==> src/hdl/mmt_pkg.sv <==
// shared types and constants for the message match table
`default_nettype none
package mmt_pkg;
    localparam int ENTRIES_DEF  = 16;
    localparam int FRAG_BYTES_DEF = 4096;
    localparam logic [23:0] MASK24 = 24'hFFFFFF;

    typedef enum logic [2:0] {
        MODE_PUSH   = 3'd0,
        MODE_POST   = 3'd1,
        MODE_POP    = 3'd2,
        MODE_PROBE  = 3'd3,
        MODE_REMOVE = 3'd4
    } t_mode;

    typedef enum logic [2:0] {
        ST_OK         = 3'd0,
        ST_NOT_FOUND  = 3'd1,
        ST_TOO_SMALL  = 3'd2,
        ST_FULL       = 3'd3,
        ST_INCOMPLETE = 3'd4
    } t_status;

    typedef enum logic [1:0] {
        S_IDLE,
        S_UPDATE
    } t_state;

    // controller to datapath
    typedef struct packed {
        logic capture;
        logic update;
    } t_cmd;
endpackage
`default_nettype wire

==> src/hdl/mmt_ctrl.sv <==
// controller: sequences lookup and update cycles
`default_nettype none
module mmt_ctrl (
    input  wire logic          i_clk,
    input  wire logic          i_rst_n,
    input  wire logic          i_start,
    output mmt_pkg::t_cmd      o_cmd,
    output logic               o_busy
);
    import mmt_pkg::*;

    t_state r_state, n_state;

    always_ff @(posedge i_clk) begin
        if (!i_rst_n) begin
            r_state <= S_IDLE;
        end else begin
            r_state <= n_state;
        end
    end

    always_comb begin
        n_state = r_state;
        o_cmd   = '0;
        o_busy  = 1'b1;
        unique case (r_state)
            S_IDLE: begin
                o_busy = 1'b0;
                if (i_start) begin
                    o_cmd.capture = 1'b1;
                    n_state = S_UPDATE;
                end
            end
            S_UPDATE: begin
                o_cmd.update = 1'b1;
                n_state = S_IDLE;
            end
            default: n_state = S_IDLE;
        endcase
    end
endmodule
`default_nettype wire

==> src/hdl/mmt_datapath.sv <==
// datapath: entry registers, parallel match, age-ordered select and update
`default_nettype none
module mmt_datapath #(
    parameter int ENTRIES    = mmt_pkg::ENTRIES_DEF,
    parameter int FRAG_BYTES = mmt_pkg::FRAG_BYTES_DEF
) (
    input  wire logic          i_clk,
    input  wire logic          i_rst_n,
    input  mmt_pkg::t_cmd      i_cmd,
    input  wire logic [2:0]    i_mode,
    input  wire logic [9:0]    i_source,
    input  wire logic          i_source_any,
    input  wire logic [15:0]   i_tag,
    input  wire logic          i_tag_any,
    input  wire logic [12:0]   i_fragment_size,
    input  wire logic [23:0]   i_total_size,
    input  wire logic [11:0]   i_part,
    input  wire logic [23:0]   i_buffer_size,
    output logic               o_valid,
    output logic [2:0]         o_status,
    output logic [3:0]         o_slot,
    output logic [23:0]        o_write_offset,
    output logic [23:0]        o_copy_length,
    output logic               o_user_buffer_held,
    output logic [9:0]         o_match_source,
    output logic               o_match_source_any,
    output logic [15:0]        o_match_tag,
    output logic               o_match_tag_any,
    output logic [23:0]        o_message_size,
    output logic [23:0]        o_received_size,
    output logic [$clog2(ENTRIES+1)-1:0] o_count
);
    import mmt_pkg::*;

    localparam int IW = $clog2(ENTRIES);
    localparam int CW = $clog2(ENTRIES + 1);
    localparam int FB = $clog2(FRAG_BYTES);

    logic [ENTRIES-1:0] r_valid;
    logic [IW-1:0]      r_rank [ENTRIES];
    logic [9:0]         r_src  [ENTRIES];
    logic               r_sany [ENTRIES];
    logic [15:0]        r_tag  [ENTRIES];
    logic               r_tany [ENTRIES];
    logic [23:0]        r_tot  [ENTRIES];
    logic [23:0]        r_rcv  [ENTRIES];
    logic               r_ubuf [ENTRIES];
    logic [CW-1:0]      r_count;

    // captured request
    logic [2:0]  r_mode;
    logic [9:0]  r_isrc;
    logic        r_isany;
    logic [15:0] r_itag;
    logic        r_itany;
    logic [12:0] r_frag;
    logic [23:0] r_itot;
    logic [11:0] r_part;
    logic [23:0] r_buf;

    // lookup results registered in the capture cycle
    logic          r_hit;
    logic [IW-1:0] r_sel;
    logic          r_free_ok;
    logic [IW-1:0] r_free;

    // per-entry match vectors
    logic [ENTRIES-1:0] match_any, match_inc;
    always_comb begin
        for (int i = 0; i < ENTRIES; i++) begin
            match_any[i] = r_valid[i]
                && (i_source_any || r_sany[i] || r_src[i] == i_source)
                && (i_tag_any || r_tany[i] || r_tag[i] == i_tag);
            match_inc[i] = match_any[i] && (r_rcv[i] < r_tot[i]);
        end
    end

    // oldest match: ranks are unique among valid entries, so pick the one whose
    // rank has no smaller matching rank
    logic [ENTRIES-1:0] cand;
    logic               hit;
    logic [IW-1:0]      sel;
    logic               free_ok;
    logic [IW-1:0]      free_idx;
    always_comb begin
        cand = (i_mode == MODE_PUSH) ? match_inc : match_any;
        hit  = |cand;
        sel  = '0;
        for (int i = 0; i < ENTRIES; i++) begin
            logic older;
            older = 1'b0;
            for (int j = 0; j < ENTRIES; j++) begin
                if (cand[j] && r_rank[j] < r_rank[i]) older = 1'b1;
            end
            if (cand[i] && !older) sel = IW'(i);
        end
        free_ok  = 1'b0;
        free_idx = '0;
        for (int i = ENTRIES - 1; i >= 0; i--) begin
            if (!r_valid[i]) begin
                free_ok  = 1'b1;
                free_idx = IW'(i);
            end
        end
        if (r_count >= CW'(ENTRIES)) free_ok = 1'b0;
    end

    always_ff @(posedge i_clk) begin
        if (i_cmd.capture) begin
            r_mode  <= i_mode;
            r_isrc  <= i_source;
            r_isany <= i_source_any;
            r_itag  <= i_tag;
            r_itany <= i_tag_any;
            r_frag  <= i_fragment_size;
            r_itot  <= i_total_size;
            r_part  <= i_part;
            r_buf   <= i_buffer_size;
            r_hit   <= hit;
            r_sel   <= sel;
            r_free_ok <= free_ok;
            r_free  <= free_idx;
        end
    end

    // selected entry fields before update
    logic [9:0]  e_src;
    logic        e_sany;
    logic [15:0] e_tag;
    logic        e_tany;
    logic [23:0] e_tot;
    logic [23:0] e_rcv;
    logic        e_ubuf;
    logic [IW-1:0] e_rank;
    assign e_src  = r_src[r_sel];
    assign e_sany = r_sany[r_sel];
    assign e_tag  = r_tag[r_sel];
    assign e_tany = r_tany[r_sel];
    assign e_tot  = r_tot[r_sel];
    assign e_rcv  = r_rcv[r_sel];
    assign e_ubuf = r_ubuf[r_sel];
    assign e_rank = r_rank[r_sel];

    logic [24:0] sum;
    logic [23:0] sum_sat;
    logic [FB+12:0] off_full;
    logic [23:0] off_sat;
    assign sum      = {1'b0, e_rcv} + {12'd0, r_frag};
    assign sum_sat  = sum[24] ? MASK24 : sum[23:0];
    assign off_full = {1'b0, r_part, FB'(0)};
    assign off_sat  = (off_full > (FB+13)'(MASK24)) ? MASK24 : 24'(off_full);

    // result and update decisions
    logic        do_ins, do_upd_push, do_upd_post, do_rm;
    logic [IW-1:0] slot_idx;
    logic [2:0]  n_status;
    logic [23:0] n_woff, n_copy, n_msize, n_rsize;
    logic        n_held, n_msany, n_mtany, show;
    logic [9:0]  n_msrc;
    logic [15:0] n_mtag;
    always_comb begin
        do_ins = 1'b0; do_upd_push = 1'b0; do_upd_post = 1'b0; do_rm = 1'b0;
        slot_idx = r_sel;
        n_status = ST_NOT_FOUND;
        n_woff = '0; n_copy = '0; n_held = 1'b0; show = 1'b0;
        n_msrc = e_src; n_msany = e_sany; n_mtag = e_tag; n_mtany = e_tany;
        n_msize = e_tot; n_rsize = e_rcv;
        case (r_mode)
            MODE_PUSH, MODE_POST: begin
                if (r_hit) begin
                    show = 1'b1;
                    n_status = ST_OK;
                    n_held = e_ubuf;
                    if (r_mode == MODE_PUSH) begin
                        do_upd_push = 1'b1;
                        n_msrc = r_isrc; n_msany = r_isany;
                        n_mtag = r_itag; n_mtany = r_itany;
                        n_msize = r_itot; n_rsize = sum_sat;
                    end else begin
                        do_upd_post = 1'b1;
                        n_copy = e_rcv;
                    end
                end else if (r_free_ok) begin
                    show = 1'b1;
                    do_ins = 1'b1;
                    slot_idx = r_free;
                    n_status = ST_OK;
                    n_msrc = r_isrc; n_msany = r_isany;
                    n_mtag = r_itag; n_mtany = r_itany;
                    n_msize = r_itot;
                    n_rsize = (r_mode == MODE_PUSH) ? {11'd0, r_frag} : '0;
                end else begin
                    n_status = ST_FULL;
                end
                if (show && r_mode == MODE_PUSH) begin
                    n_woff = off_sat;
                    n_copy = {11'd0, r_frag};
                end
            end
            MODE_POP: begin
                if (r_hit) begin
                    show = 1'b1; do_rm = 1'b1; n_held = e_ubuf;
                    if (r_buf < e_tot) begin
                        n_status = ST_TOO_SMALL;
                        n_rsize = '0;
                    end else begin
                        n_status = ST_OK;
                        n_copy = e_ubuf ? '0 : e_rcv;
                    end
                end
            end
            MODE_PROBE: begin
                if (r_hit) begin
                    show = 1'b1; n_held = e_ubuf;
                    n_status = (e_rcv < e_tot) ? ST_INCOMPLETE : ST_OK;
                end
            end
            MODE_REMOVE: begin
                if (r_hit) begin
                    show = 1'b1; do_rm = 1'b1; n_held = e_ubuf;
                    n_status = ST_OK;
                end
            end
            default: ;
        endcase
    end

    // table update
    always_ff @(posedge i_clk) begin
        if (!i_rst_n) begin
            r_valid <= '0;
            r_count <= '0;
        end else if (i_cmd.update) begin
            if (do_ins) begin
                r_valid[slot_idx] <= 1'b1;
                r_count <= r_count + 1'b1;
            end
            if (do_rm) begin
                r_valid[r_sel] <= 1'b0;
                r_count <= r_count - 1'b1;
            end
        end
    end

    always_ff @(posedge i_clk) begin
        if (i_cmd.update) begin
            for (int i = 0; i < ENTRIES; i++) begin
                if (do_rm && r_valid[i] && r_rank[i] > e_rank) r_rank[i] <= r_rank[i] - 1'b1;
            end
            if (do_ins) begin
                r_rank[slot_idx] <= r_count[IW-1:0];
                r_ubuf[slot_idx] <= (r_mode == MODE_POST);
            end
            if (do_ins || do_upd_push) begin
                r_src[slot_idx]  <= r_isrc;
                r_sany[slot_idx] <= r_isany;
                r_tag[slot_idx]  <= r_itag;
                r_tany[slot_idx] <= r_itany;
                r_tot[slot_idx]  <= r_itot;
                r_rcv[slot_idx]  <= n_rsize;
            end
            if (do_upd_post) r_ubuf[slot_idx] <= 1'b1;
        end
    end

    // output register
    always_ff @(posedge i_clk) begin
        if (!i_rst_n) begin
            o_valid <= 1'b0;
        end else begin
            o_valid <= i_cmd.update;
        end
    end

    always_ff @(posedge i_clk) begin
        if (i_cmd.update) begin
            o_status           <= n_status;
            o_slot             <= show ? 4'(slot_idx) : 4'd0;
            o_write_offset     <= n_woff;
            o_copy_length      <= n_copy;
            o_user_buffer_held <= n_held;
            o_match_source     <= show ? n_msrc : '0;
            o_match_source_any <= show & n_msany;
            o_match_tag        <= show ? n_mtag : '0;
            o_match_tag_any    <= show & n_mtany;
            o_message_size     <= show ? n_msize : '0;
            o_received_size    <= show ? n_rsize : '0;
        end
    end

    assign o_count = r_count;
endmodule
`default_nettype wire

==> src/hdl/message_match_table.sv <==
// top level of the message match table
// steps: request and lookup capture, table update, then the registered result beat
// busy holds off a new item until the table update of the last one is done
// the lookup is a parallel compare over all entries with oldest-first priority
// reset (synchronous, active low) empties the table; no clearing pass is needed
// results are shown for one cycle; the receiver cannot stall
`default_nettype none
module message_match_table #(
    parameter int ENTRIES    = mmt_pkg::ENTRIES_DEF,
    parameter int FRAG_BYTES = mmt_pkg::FRAG_BYTES_DEF
) (
    input  wire logic        i_clk,
    input  wire logic        i_rst_n,
    input  wire logic        start,
    output logic             busy,
    input  wire logic [2:0]  i_mode,
    input  wire logic [9:0]  i_source,
    input  wire logic        i_source_any,
    input  wire logic [15:0] i_tag,
    input  wire logic        i_tag_any,
    input  wire logic [12:0] i_fragment_size,
    input  wire logic [23:0] i_total_size,
    input  wire logic [11:0] i_part,
    input  wire logic [23:0] i_buffer_size,
    output logic             o_valid,
    output logic [2:0]       o_status,
    output logic [3:0]       o_slot,
    output logic [23:0]      o_write_offset,
    output logic [23:0]      o_copy_length,
    output logic             o_user_buffer_held,
    output logic [9:0]       o_match_source,
    output logic             o_match_source_any,
    output logic [15:0]      o_match_tag,
    output logic             o_match_tag_any,
    output logic [23:0]      o_message_size,
    output logic [23:0]      o_received_size
);
    import mmt_pkg::*;

    t_cmd cmd;
    logic [$clog2(ENTRIES+1)-1:0] count;

    mmt_ctrl u_ctrl (
        .i_clk   (i_clk),
        .i_rst_n (i_rst_n),
        .i_start (start),
        .o_cmd   (cmd),
        .o_busy  (busy)
    );

    mmt_datapath #(.ENTRIES(ENTRIES), .FRAG_BYTES(FRAG_BYTES)) u_dp (
        .i_clk (i_clk), .i_rst_n (i_rst_n), .i_cmd (cmd),
        .i_mode (i_mode), .i_source (i_source), .i_source_any (i_source_any),
        .i_tag (i_tag), .i_tag_any (i_tag_any), .i_fragment_size (i_fragment_size),
        .i_total_size (i_total_size), .i_part (i_part), .i_buffer_size (i_buffer_size),
        .o_valid (o_valid), .o_status (o_status), .o_slot (o_slot),
        .o_write_offset (o_write_offset), .o_copy_length (o_copy_length),
        .o_user_buffer_held (o_user_buffer_held), .o_match_source (o_match_source),
        .o_match_source_any (o_match_source_any), .o_match_tag (o_match_tag),
        .o_match_tag_any (o_match_tag_any), .o_message_size (o_message_size),
        .o_received_size (o_received_size), .o_count (count)
    );

    // every accepted beat produces its result strobe after the table update
    a_result_follows: assert property (@(posedge i_clk) disable iff (!i_rst_n)
        (start && !busy) |-> ##2 o_valid)
        else $error("result strobe missing");

    // result strobe only at the end of an item
    a_strobe_busy: assert property (@(posedge i_clk) disable iff (!i_rst_n)
        o_valid |-> $past(busy))
        else $error("strobe without work");

    // fill count never exceeds the table depth
    a_count_range: assert property (@(posedge i_clk) disable iff (!i_rst_n)
        count <= ($clog2(ENTRIES+1))'(ENTRIES))
        else $error("entry count overflow");
endmodule
`default_nettype wire

==> config.mk <==
export PLATFORM = sky130hd
export DESIGN_NAME = message_match_table
export DESIGN_NICKNAME = d
export VERILOG_FILES = /design/src/hdl/mmt_pkg.sv /design/src/hdl/mmt_ctrl.sv /design/src/hdl/mmt_datapath.sv /design/src/hdl/message_match_table.sv
export SDC_FILE = /design/constraint.sdc
export NUM_CORES = 2
export LEC_CHECK = 0
export BUFFER_PORTS_ARGS = -buffer_cell sky130_fd_sc_hd__buf_2
export CAP_MARGIN = 20
export CELL_PAD_IN_SITES_DETAIL_PLACEMENT = 1
export CELL_PAD_IN_SITES_GLOBAL_PLACEMENT = 1
export CORE_ASPECT_RATIO = 0.9
export CORE_UTILIZATION = 48
export DETAILED_ROUTE_END_ITERATION = 10
export PLACE_DENSITY_LB_ADDON = 0.1
export REMOVE_ABC_BUFFERS = 1
export SLEW_MARGIN = 30
export SYNTH_ARGS = -nofsm -noshare
export SYNTH_HDL_FRONTEND = slang
export SYNTH_SLANG_ARGS = --single-unit
==> constraint.sdc <==
create_clock -name i_clk -period 7.45 [get_ports i_clk]
set_clock_uncertainty 0.2 [all_clocks]
set_input_delay 1.49 -clock i_clk [delete_from_list [all_inputs] [get_ports i_clk]]
set_output_delay 1.49 -clock i_clk [all_outputs]
set_load 0.005 [all_outputs]
==> reports/qor.yml <==
timing:
  whs_ns: 0.318
  rsz0062_at_grt: "false"
  fin_tns_setup_ns: 0
  finalCritPeriodShare_pct: 94.5
  max_freq_mhz: 142
  worst_pin_slew_ns: 1.20
  setup_violations: 0
  slew_viol_final: 0
  relSlewSlack_pct: 19.2
  fin_crit_ns: 7.04
  finalHoldViolCount: 0
clocking:
  cts_made_buffers: 169
  cts_resized: 0
  cts.clk_slew.worst_paths_ns: 0.06
  cts_root_buf: "clkbuf_16"
  cts_tree: "built"
  cts_sinks: 1553
  hold_buffers: 0
  post_cts_buffers: 0
  clockBufferDepth: 3
  clk_latency_ns: 0.86
  h-tree-depth: 4
critical_path:
  cp_data_required_time_ns: 7.83
  critPathMaxFanout: 36
  worstReg2RegEnd: "u_dp.r_rcv[1][1]"
  critPathMaxStageDelay_ns: 0.88
  reg2reg_slack_ns: 0.41
  critPathLaunchType: "flop"
  timing.rr.start: "u_dp.r_sel[0]"
  cp_data_arrival_time_ns: 7.43
  crit_buf_inv: 4
  cp_slowest_cell: "a21oi_1"
  rr_worst_depth: 17
  cp-end-kind: "flop"
  path_class: "reg2reg"
  path_cells: "buf_12 -> mux4_2 -> mux4_2 -> inv_1 -> ha_1 -> a21oi_1 -> nor2b_1 -> o31a_1 -> o311ai_2 -> buf_4 -> a2111oi_0 -> nor4_1 -> a31o_2 -> nand2b_1 -> a21oi_1 -> nor2_1 -> buf_4"
  cp_top_family: "compound AO/OA/AOI/OAI gates"
floorplan:
  coreArea_sq_um: 184000
  die_y_um: 411
  start_util_pct: 48.5
  dieArea_sq_um: 187000
  die_w_um: 456
  num_rows: 149
  num_io_pins: 241
global_route:
  grt_use_total_pct: 35.9
  grt_pass1_wl_um: 479000
  grt-ovfl-total: 0
  grt_max_degree: 82
  antenna_found_initial: 19
  grt_pass1_vias: 64200
final_layout:
  layout.nets: 8099
  areaGrowthSynthToFinish_pct: 12.3
  final_cell_mix: "1530 x edfxtp_1, 975 x ha_1, 505 x inv_1, 487 x a21oi_1, 404 x mux4_2"
  final_area_sq_um: 100000
  final_common_cell: "edfxtp_1"
  drive_gt1_share_pct: 15.9
  finish.utilization_pct: 54.4
synthesis:
  synthesis.instances: 6667
  synth_area_per_cell_sq_um: 13.4
  synth_ff_type: "edfxtp_1"
  netlist_top_cells_area: "edfxtp_1 52%, ha_1 14%, mux4_2 10%, xnor2_1 3.3%, a21oi_1 2.7%"
  seq_area_frac_synth_pct: 52.1
  synth_top_area_share_pct: 51.6
  ys_ff_latch: 1553
  synth-edff-count: 1530
  ys_warn_count: 0
  synthArstFlopShare_pct: 0
  synth.distinct_cells: 80
  yosysTopAreaCell: "edfxtp_1"
  synth_area_sq_um: 89100
route:
  drt-pass1-iter-count: 6
  antenna_left: 0
  routed_wl_um: 339000
  dr_total_vias: 63400
  drc_errors: 0
  post_drt_via_cell_ratio: 6.62
  drtIter0Drc: 7757
  wire_per_inst_um: 35.4
worst_hold_path:
  holdPathStages: 1
  hold_path.class: "reg2reg"
  hold_end: "u_dp.o_write_offset[23]"
  hp-start: "u_dp.r_part[11]"
placed_design:
  globalplace.congestion: 0.944
  io_buffers: 228
  dp_hpwl_um: 245000
  placed_area_sq_um: 94200
power:
  leakage_nw: 37.4
  p_total_mw: 20.3
  p_per_area_nw_per_um2: 202
  vdd_ir_drop_max_uv: 262
job:
  cap_violations: 0
status:
  status: "finished, final reports clean"
[registers in the layout (all words and copies together), names as in the netlist, 12 cells and up]
name,cells
u_dp.o_write_offset,12
u_dp.r_part,12
u_dp.o_match_tag,16
u_dp.o_message_size,24
u_dp.r_rcv,384
u_dp.r_ubuf,16
u_dp.r_buf,24
u_dp.r_sany,16
u_dp.r_tany,16
u_dp.o_received_size,24
u_dp.r_rank,64
u_dp.r_tot,384
u_dp.r_frag,13
u_dp.o_copy_length,24
u_dp.r_itot,24
u_dp.r_itag,16
u_dp.r_valid,16
u_dp.r_src,160
u_dp.r_tag,256
[layout make-up]
class | instances | area (sq um)
timing repair buffer | 409 | 2830
tap | 2416 | 3020
inverter | 507 | 1910
multi-input combinational | 4375 | 40100
antenna | 4 | 10.0
sequential | 1553 | 46400
clock inverter | 113 | 1390
fill | 18000 | 83800
clock buffer | 200 | 4390
[per-stage QoR]
stage | worst slack [ns] | instances
3_5_place_dp | 0.229 | 9258
4_1_cts | 0.816 | 9571
5_1_grt | 0.278 | 9573
2_1_floorplan | -9.65 | 6435
6_report | 0.407 | 9577
3_3_place_gp | -2.43 | 9251
[report_power, final]
group / leakage [nW] / internal (mW) / switching [mW] / total (mW)
clock network: 2.79 / 5.08 / 3.79 / 8.87
registers: 14.1 / 9.74 / 0.132 / 9.87
logic: 20.5 / 0.520 / 0.991 / 1.51
total: 37.4 / 15.3 / 4.91 / 20.3
[worst max-delay path by stage]
stage | start | endpoint | slack [ns] | cells after the start
2_1_floorplan | u_dp.r_sel[0] | u_dp.r_rcv[0][19] | -9.65 | 16
3_3_place_gp | i_mode[1] | u_dp.r_sel[2] | -2.43 | 12
3_5_place_dp | i_mode[1] | u_dp.r_sel[1] | 0.23 | 13
4_1_cts | u_dp.r_sel[0] | u_dp.r_rcv[13][1] | 0.82 | 17
5_1_grt | u_dp.r_sel[0] | u_dp.r_rcv[10][1] | 0.28 | 17
6_report | u_dp.r_sel[0] | u_dp.r_rcv[1][1] | 0.41 | 17
[synthesized netlist by cell type (127+ instances only)]
master    count
clkbuf_1    139
nand2_1     279
inv_1       506
ha_1        975
nor2_1      205
nand4_1     195
nand2b_1    163
xor2_1      127
nor2b_1     149
mux4_2      404
xnor2_1     336
a21oi_1     488
edfxtp_1   1530
o21ai_0     267
[metal layers]
layer	part of all wire, %	vias up	GRT usage [%]	wire length [um]
li1	-	26500	-	-
met3	9.7	544	7.19	32900
met5	0.026	-	0	89
met2	44	3332	54.2	149000
met4	3.6	14	12.1	12200
met1	43	33000	51.7	144000
[cell families (layout without fill, tap and decap cells)]
logic type,after synthesis,count (layout),synth area share [%]
AO/OA/AOI/OAI,1196,1196,8.21
XOR/XNOR,463,463,4.55
adder cells (fa/ha/maj),977,977,13.7
buffers and inverters,750,1229,3.36
flip-flops,1553,1553,52.1
multiplexers,410,410,10.3
other,1,16,0.00421
AND/OR/NAND/NOR,1317,1317,7.75
(Power assumes the default switching activity.)
